===== config.mk =====
export PLATFORM = sky130hd
export DESIGN_NAME = q2e_sqrt_cell
export DESIGN_NICKNAME = d
export VERILOG_FILES = /design/src/design/q2e_pkg.sv /design/src/design/q2e_sqrt_cell.sv
export SDC_FILE = /design/constraint.sdc
export NUM_CORES = 1
export LEC_CHECK = 0
export ABC_AREA = 1
export BUFFER_PORTS_ARGS = -buffer_cell sky130_fd_sc_hd__buf_2
export CAP_MARGIN = 20
export CORE_UTILIZATION = 50
export DETAILED_ROUTE_END_ITERATION = 12
export PLACE_DENSITY = 0.73
export SYNTH_ARGS = -nofsm -noshare
export SYNTH_HDL_FRONTEND = slang
export SYNTH_SLANG_ARGS = --single-unit

===== constraint.sdc =====
create_clock -name clk_i -period 3.95 [get_ports clk_i]
set_input_delay 0.1975 -clock clk_i [delete_from_list [all_inputs] [get_ports clk_i]]
set_output_delay 0.1975 -clock clk_i [all_outputs]
set_load 0.005 [all_outputs]

===== src/design/q2e_pkg.sv =====
// Package for the quaternion to Euler angle converter.
// Holds default parameters, angle and root formats and the arctangent table.
// No dependencies.
package q2e_pkg;

  localparam int IN_FRAC_BITS_DEF    = 14;
  localparam int ANGLE_FRAC_BITS_DEF = 13;
  localparam int CORDIC_STAGES_DEF   = 16;

  localparam int ANG_SCALE = 30;
  localparam int ANG_W     = 34;
  localparam int SQ_W      = 62;
  localparam int SQ_CELLS  = 31;

  localparam logic signed [ANG_W-1:0] HALF_PI_Q30 = ANG_W'(64'sd1686629713);

  function automatic logic signed [ANG_W-1:0] atan_q30(input int k);
    logic signed [ANG_W-1:0] r;
    case (k)
      0:  r = ANG_W'(64'sd843314857);
      1:  r = ANG_W'(64'sd497837829);
      2:  r = ANG_W'(64'sd263043837);
      3:  r = ANG_W'(64'sd133525159);
      4:  r = ANG_W'(64'sd67021687);
      5:  r = ANG_W'(64'sd33543516);
      6:  r = ANG_W'(64'sd16775851);
      7:  r = ANG_W'(64'sd8388437);
      8:  r = ANG_W'(64'sd4194283);
      9:  r = ANG_W'(64'sd2097149);
      10: r = ANG_W'(64'sd1048576);
      11: r = ANG_W'(64'sd524288);
      12: r = ANG_W'(64'sd262144);
      13: r = ANG_W'(64'sd131072);
      14: r = ANG_W'(64'sd65536);
      15: r = ANG_W'(64'sd32768);
      16: r = ANG_W'(64'sd16384);
      17: r = ANG_W'(64'sd8192);
      18: r = ANG_W'(64'sd4096);
      19: r = ANG_W'(64'sd2048);
      20: r = ANG_W'(64'sd1024);
      21: r = ANG_W'(64'sd512);
      22: r = ANG_W'(64'sd256);
      23: r = ANG_W'(64'sd128);
      24: r = ANG_W'(64'sd64);
      25: r = ANG_W'(64'sd32);
      26: r = ANG_W'(64'sd16);
      27: r = ANG_W'(64'sd8);
      28: r = ANG_W'(64'sd4);
      29: r = ANG_W'(64'sd2);
      30: r = ANG_W'(64'sd1);
      default: r = '0;
    endcase
    return r;
  endfunction

endpackage


===== src/design/q2e_sqrt_cell.sv =====
// One digit cell of the pipelined integer square root.
// Depends on q2e_pkg for the root word width.
module q2e_sqrt_cell
  import q2e_pkg::*;
#(
  parameter int BIT_EXP = 0
) (
  input  logic            clk_i,
  input  logic            en_i,
  input  logic [SQ_W-1:0] rem_i,
  input  logic [SQ_W-1:0] root_i,
  output logic [SQ_W-1:0] rem_o,
  output logic [SQ_W-1:0] root_o
);

  localparam logic [SQ_W-1:0] BIT = SQ_W'(1) << BIT_EXP;

  logic [SQ_W-1:0] trial;
  logic [SQ_W-1:0] rem_d, root_d, rem_q, root_q;

  assign trial = root_i + BIT;

  always_comb begin
    if (rem_i >= trial) begin
      rem_d  = rem_i - trial;
      root_d = (root_i >> 1) + BIT;
    end else begin
      rem_d  = rem_i;
      root_d = root_i >> 1;
    end
  end

  always_ff @(posedge clk_i) begin
    if (en_i) begin
      rem_q  <= rem_d;
      root_q <= root_d;
    end
  end

  assign rem_o  = rem_q;
  assign root_o = root_q;

endmodule


==> results.ini <==
[placement]
place_ws_ns = -0.0582
hpwl_um = 50000
portBuffers = 249
routabilityCongestion = 1.02

[synth]
synth_seq_cells = 124
synth_top_area_share_pct = 27.0
ys_warn_count = 0
synth_compound_area_share_pct = 3.88
synth_top_family_by_area = simple AND/OR/NAND/NOR gates
synth.avg_cell_area_um2 = 6.08
ys.flop_type = edfxtp_1
async_flop_share_pct = 0
synth_top_cell_by_area = edfxtp_1
synthSimpleGateAreaFrac_pct = 40.5
synth_fa_ha_area_share_pct = 5.96
syn_inst = 2268
synth_area_leaders = edfxtp_1, nand2_1, inv_1, xor2_1, ha_1
synth-edff-count = 124
yosysUniqueCellTypes = 36
synth.top_cells.by_count = nand2_1, inv_1, nor2_1
yosys-mux-area-fraction_pct = 0
synth.net_count = 2459
yosysSeqAreaShare_pct = 27.0
synth_xor_area_share_pct = 9.21
synth_area_um2 = 13800
yosysMostFrequentCell = nand2_1

[die]
die_area_um2 = 28200
core_um2 = 27000
die_y_um = 168
die_w_um = 168
std_cell_rows = 60
num_io_pins = 250
initial_core_util_pct = 51.0

[grt]
grt_pass1_vias = 15400
grt_overflow_total = 0
grt_pass1_wl_um = 86200
antenna_found_initial = 0
grt_usage_pct = 41.5
grt_max_degree = 79

[sta]
tightest_slew_ns = 0.706
fin_crit_sh_pct = 92.4
final_max_slew_viol_count = 0
slew_headroom_pct = 52.7
final-hold-violation-count = 0
setup_tns_ns = 0
setup_violations = 0
fmax_mhz = 274
final.setup.worst_slack_ns = 0.300
rsz0062_at_grt = no
fin_crit_ns = 3.65

[clock_tree]
cts_tree = yes
cts_root_buffer = clkbuf_16
cts_buffers = 17
holdBufCountCts = 0
clkTransAtPathRegs_ns = 0.06
cts_resized = 0
h-tree-depth = 4
cts_buffer_depth = 2
clock-sinks = 124
cts_setup_buffers = 0

[outcome]
status = finished, final reports clean

[worst_setup_path]
cp_data_required_time_ns = 4.12
setup.worst_path.start_class = input port
path_max_fanout = 23
max_stage_delay_ns = 0.35
cpMaxStageDelayCell = ha_1
critical_path_class = input port to flip-flop
cp-end-kind = flip-flop
crit_arrival_ns = 3.82
crit_top_cell = nand2_1
cp_cell_sequence = buf_2, nand2_1, nor3_1, nand2_1, nor2_1, buf_4, nand3b_1, nor2_1, xor2_1, ha_1, nand2_1, inv_2, a21oi_1, o21ai_0, nand2_1, nand3_2, nor2_4, nand2_8, buf_4, buf_12, nand3_1, nand2_1

[drt]
drc = 0
vias = 16300
via_per_inst = 5.28
firstDrtPassIters = 7
routed_wl_um = 58900
avgRoutedWirePerCell_um = 19.0
drt_iter0_markers = 1653
ant_nets = 0

[finish]
syn2layout_area_growth_pct = 28.4
fin_nets = 2934
layout-drive-gt1-share_pct = 19.8
n_antenna_cell = 0

[flow_run]
max_cap_violations = 0

[pwr]
pwr_density_cell_nw_per_um2 = 299
leakage_nw = 9.83
ir_worst_vdd_v = 0.000270

[min_path]
hp-class = input port to flip-flop

[registers in the layout (all words and copies together), names as in the netlist]
name and cells:
rem_o 62, root_o 62
[cells in the final DEF (no fill, tap or decap), drive strengths merged]
cell type and count:
nand3b 9, or2 1, o211ai 1, nand3 125, bufinv 2, clkbuf 20
xor2 141, and2 6, and3 2, inv 442, a21oi 39, nand4 30
xnor2 4, nor2b 1, edfxtp 124, o21ai 64, clkinvlp 4, nor3b 2
buf 484, clkinv 4, nand2 942, fa 1, ha 64, o21bai 1
nor4 7, nor3 48, nor2 187
[report_power, final]
group	internal, mW	switching, mW	total [mW]
logic	0.733	1.21	1.95
clock network	0.925	0.693	1.62
registers	1.68	0.0468	1.73
[per-layer routing]
metal | wire length, µm | share of wire [%] | global-route usage [%]
met1 | 22900 | 39 | 50.3
met2 | 27600 | 47 | 71.8
met3 | 4660 | 7.9 | 4.70
met4 | 3680 | 6.2 | 23.3
met5 | 0 | 0 | 0
[worst max-delay path: cells and delay by family]
kind,cells,cell delay [ns]
and+or+nand+nor,13,1.89
xor gates and xnor gates,1,0.28
adders and majority gates,1,0.35
AOI/OAI and AO/OA,2,0.37
buffers and inverters,5,0.73
[stage by stage]
step	total power, mW	util, %	cells	cell area (µm²)	hold WS, ns
6_report	5.29	65.5	3096	17700	0.0514
5_1_grt	5.51	65.5	3096	17700	0.0614
4_1_cts	5.24	65.5	3096	17700	0.0463
3_5_place_dp	3.64	63.4	3065	17100	0.486
3_3_place_gp	3.60	63.4	3065	17100	0.483
2_1_floorplan	2.76	-	2268	13800	0.310
[layout make-up]
cell class                 count  area (µm²)
timing repair buffer         484        3130
fill                        2563        9330
tap                          341         427
inverter                     441        1660
sequential                   124        3720
multi-input combinational   1675        8210
clock inverter                11         121
clock buffer                  20         437
[path summary, 6_finish.rpt]
kind | from | slack [ns] | to | depth (start not counted)
setup / recovery | root_i[30] | 0.30 | rem_o[57] | 22
hold / removal | rem_i[14] | 0.05 | rem_o[14] | 3
[cells by family after synthesis]
logic type      count (synthesis)
fa+ha+maj                      65
compound gates                105
xor+xnor                      145
simple gates                 1360
flops                         124
buf+inv                       469
(Power assumes the default switching activity.)
